[src/rtl/core/lse_ram.sv]
// lse_ram: generic simple dual-port ram, one write port, one registered read port
// no dependencies
module lse_ram #(
    parameter int WIDTH = 8,
    parameter int DEPTH = 256
) (
    input  logic                     i_clk,
    input  logic                     i_we,
    input  logic [$clog2(DEPTH)-1:0] i_waddr,
    input  logic [WIDTH-1:0]         i_wdata,
    input  logic [$clog2(DEPTH)-1:0] i_raddr,
    output logic [WIDTH-1:0]         o_rdata
);
    logic [WIDTH-1:0] r_mem [DEPTH];
    logic [WIDTH-1:0] r_rdata;

    always_ff @(posedge i_clk) begin
        if (i_we) begin
            r_mem[i_waddr] <= i_wdata;
        end
        r_rdata <= r_mem[i_raddr];
    end

    assign o_rdata = r_rdata;
endmodule

[config.mk]
export PLATFORM = sky130hd
export DESIGN_NAME = lse_ram
export DESIGN_NICKNAME = d
export VERILOG_FILES = /design/src/rtl/core/lse_ram.sv
export SDC_FILE = /design/constraint.sdc
export NUM_CORES = 2
export LEC_CHECK = 0
export ABC_AREA = 0
export BUFFER_PORTS_ARGS = -buffer_cell sky130_fd_sc_hd__buf_4
export CORE_MARGIN = 2
export CORE_UTILIZATION = 40
export DETAILED_ROUTE_END_ITERATION = 6
export PLACE_DENSITY_LB_ADDON = 0.25
export RECOVER_POWER = 50
export REMOVE_ABC_BUFFERS = 1
export SYNTH_ARGS = -nofsm -noshare
export SYNTH_HDL_FRONTEND = slang
export SYNTH_SLANG_ARGS = --single-unit
[constraint.sdc]
create_clock -name i_clk -period 2 [get_ports i_clk]
set_input_delay 0.1 -clock i_clk [delete_from_list [all_inputs] [get_ports i_clk]]
set_output_delay 0.1 -clock i_clk [all_outputs]
set_load 0.01 [all_outputs]
### Word-level counts from Yosys, hierarchy flattened

Memories as Yosys holds them, arrays and structs flattened. A register that Yosys moved wholly into a read port is not among the register bits.
Index checks and enable logic that the tools add are counted.

| storage, ports and cells | value |
|---|---|
| register bits | 0 |
| RAM bits | 2048 |
| input port bits | 26 |
| word-level logic and storage cells | 3 |
| memories kept | 1 |

Memory list:

| name | words | bits a word | read ports | clocked after Yosys merged registers in | write ports | RTL line | source |
|---|---|---|---|---|---|---|---|
| r_mem | 256 | 8 | 1 | 1 | 1 | 14 | `logic [WIDTH-1:0] r_mem [DEPTH];` |

| cells by class | value |
|---|---|
| muxes and demuxes | 2 |

Operators with widths:

| kind | count |
|---|---|
| 1-bit two-way mux | 2 |

### Longest topological paths before layout

| logic depth | value |
|---|---|
| word-level depth | 2 |
| gate-level depth with buffers | 11 |
| gate-level depth less buffers | 6 |

### Least setup slack after synthesis

OpenSTA, ideal clock, no wires.

| timing path | value |
|---|---|
| path kind | input to register |
| start | input i_raddr[0] |
| end | register r_rdata[2], in the netlist o_rdata[2] (read register of r_mem) |
| arrival | 1.907 ns |
| required time | 1.869 ns |
| setup slack | -0.038 ns |
| stages on the path | 9 |
| path buffers | 4 |
| cell sequence | buf_6 > buf_12 > buf_8 > buf_2 > mux4_2 > a22oi_1 > a21oi_1 > nor4_1 > nor4_2 |

RTL lines:

| item | RTL line | source |
|---|---|---|
| from (decl) | 11 | `input logic [$clog2(DEPTH)-1:0] i_raddr,` |
| to (decl) | 15 | `logic [WIDTH-1:0] r_rdata;` |

==> flow_summary.ini <==
[global_route]
grt_overflow = 0
antenna_found_initial = 6
grt_usage_pct = 20.3
grt_max_degree = 95
grt_first_pass_wirelength_um = 297000
grt_pass1_vias = 41300

[timing]
period_needed_ns = 2.30
fmax_mhz = 435
relSlewSlack_pct = -46.0
drv_slew = 191
fin_ws_ns = -0.297
rsz0062_at_grt = yes
skew_ns = 0.0290
hold_violations = 0
fin_setup_tns_ns = -21.53
tightest_slew_ns = 2.19
period_share_pct = 115
holdWs_ns = 0.0551
setup_violations = 302

[hold_path]
hold_path_class = in2reg
hp-start = i_waddr[3]

[setup_path]
r2r_start = r_mem[135][1]
critPathLaunch = r_mem[135][1]
cp.required_ns = 2.70
cp-end-kind = register
critPathArrivalTime_ns = 3.00
start_kind = register
path_max_fanout = 1
path_class = reg2reg

[finish]
final_cell_mix = edfxtp_1 (2048), buf_4 (679), mux4_2 (455)
drive_above_1_share_pct = 34.1
nNetsFinal = 4528
multi_input_area_um2 = 17000
instances_no_fill = 7310
utilization_pct = 48.2
syn_to_final_growth_pct = 19.6
layout_commonest_cell = edfxtp_1
seq_area_um2 = 61700
design_area_um2 = 95200
fillers = 16400

[logic_synthesis]
synth_top_family_by_area = multiplexers
synthFlopType = edfxtp_1
synth_compound_area_share_pct = 3.42
async_flop_share_pct = 0
seq_area_frac_synth_pct = 77.5
synth_seq_cells = 2056
synth-xor-area-share_pct = 0
synth_edf_count = 2048
synthAdderAreaFrac_pct = 0
muxShareOfSynthArea_pct = 14.6
synthCells = 3733
ys.warnings.count = 0
avgSynthCellArea_um2 = 21.3
netlist_area_um2 = 79600
synth_cell_types = 55
synth-simple-area-share_pct = 2.63

[clock_network]
clock_tree.root_cell = clkbuf_16
clk_latency_ns = 0.85
numCtsBuffers = 201
htreeDepth = 4
clock-sinks = 2056
clkTransAtPathRegs_ns = 0.06
clk_path_buf_depth = 3
cts_tree = built

[floorplanning]
die_x_um = 450
dieHeight_um = 450
fp.dieArea_um2 = 202000
core_um2 = 197000
pin_count = 34
initial_core_util_pct = 40.3
rows = 163

[route]
wl_per_cell_um = 28.3
drtPass1Iterations = 5
vias = 40600
vias_per_cell = 5.55
drc = 0
wirelength_um = 207000
ant_nets = 0
drt_iter0_markers = 4506

[run_status]
violations = max-capacitance violations, max-slew violations, negative setup slack
status = complete, but fails checks

[placement]
place_inst = 6927
numPortBuffers = 33
gp_congestion = 0.824
pre_cts_ws_ns = -1.38
placed_cell_area_um2 = 88600
hpwl_um = 135000

[job]
max_cap_viol_count = 4

[power]
p_total_mw = 89.2
power_density_nw_per_um2 = 938
peakVddDrop_v = 0.000749
p_leak_nw = 30.8
-- layer usage --
layer | wire length (µm) | vias up | global-route usage, %
met5 | 13 | - | 0
met4 | 5370 | 2 | 5.51
met1 | 88800 | 21700 | 28.6
met3 | 12700 | 266 | 3.46
met2 | 99800 | 1325 | 32.7
li1 | - | 17300 | -
-- Yosys cell counts (10+ instances only) --
| cell type | count | share of area (%) |
|---|---|---|
| edfxtp_1 | 2048 | 77 |
| mux4_2 | 454 | 13 |
| nor2_1 | 282 | 1.3 |
| mux2i_1 | 134 | 1.7 |
| a22oi_1 | 133 | 1.3 |
| clkbuf_1 | 111 | 0.52 |
| a21oi_1 | 96 | 0.60 |
| o221ai_1 | 46 | 0.51 |
| nand3_1 | 34 | 0.21 |
| nand2_1 | 33 | 0.16 |
| buf_2 | 31 | 0.20 |
| nor2b_1 | 31 | 0.24 |
| o22ai_1 | 28 | 0.22 |
| buf_4 | 27 | 0.25 |
| nor4_1 | 24 | 0.19 |
| buf_1 | 22 | 0.10 |
| nor3_1 | 22 | 0.14 |
| buf_6 | 21 | 0.30 |
| a211oi_1 | 16 | 0.15 |
| a221oi_1 | 13 | 0.14 |
| buf_8 | 13 | 0.25 |
| nand4_1 | 10 | 0.079 |
| o211ai_1 | 10 | 0.094 |
| o21ai_0 | 10 | 0.063 |
-- path summary, 6_finish.rpt --
| kind | end | slack [ns] | cells past startpoint |
|---|---|---|---|
| worst max-delay path | o_rdata[1] | -0.30 | 7 |
| worst min-delay path | r_mem[206][3] | 0.06 | 4 |
| worst max register to register | o_rdata[1] | -0.30 | 7 |
| worst min register to register | o_rdata[5] | 1.03 | 6 |
-- kinds of logic after synthesis --
kind of cell           after synthesis
AO/OA/AOI/OAI                      385
buffers and inverters              235
flip-flops                        2056
multiplexers                       591
AND/OR/NAND/NOR                    466
-- critical path: stages (launching register included) --
cell and delay, ns:
edfxtp_1 0.36, mux4_2 0.53, mux4_2 0.51, nor2_4 0.15
a2111oi_4 0.05, nor3_2 0.32, buf_4 0.21, nor4_2 0.04
-- sequential cells by signal, summed over array words and instances (netlist names) --
name	cells
o_rdata	8
r_mem	2048
-- power by group --
part / internal [mW] / switching, mW
clock network: 20.5 / 16.0
registers: 47.5 / 0.0945
logic: 2.10 / 3.06
total: 70.1 / 19.1
-- timing repair --
item	4_1_cts	5_1_grt
hold buffers	15	0
pin swaps	18	16
buffers inserted	0	0
endpoints found under the hold margin	1968	0
endpoints found under the setup margin	8	8
gates resized for setup	50	31
-- area by class of cell --
cell class	count	share of cell area [%]
clock inverters	112	1.00
clock buffers	258	5.65
well taps	2640	3.47
inverters	2	0.00789
multi-input cells	1442	17.8
flip-flops and latches	2056	64.8
repair buffers	799	7.21
diodes	1	0.00263
Note: power is estimated with default switching activity, not from simulation.
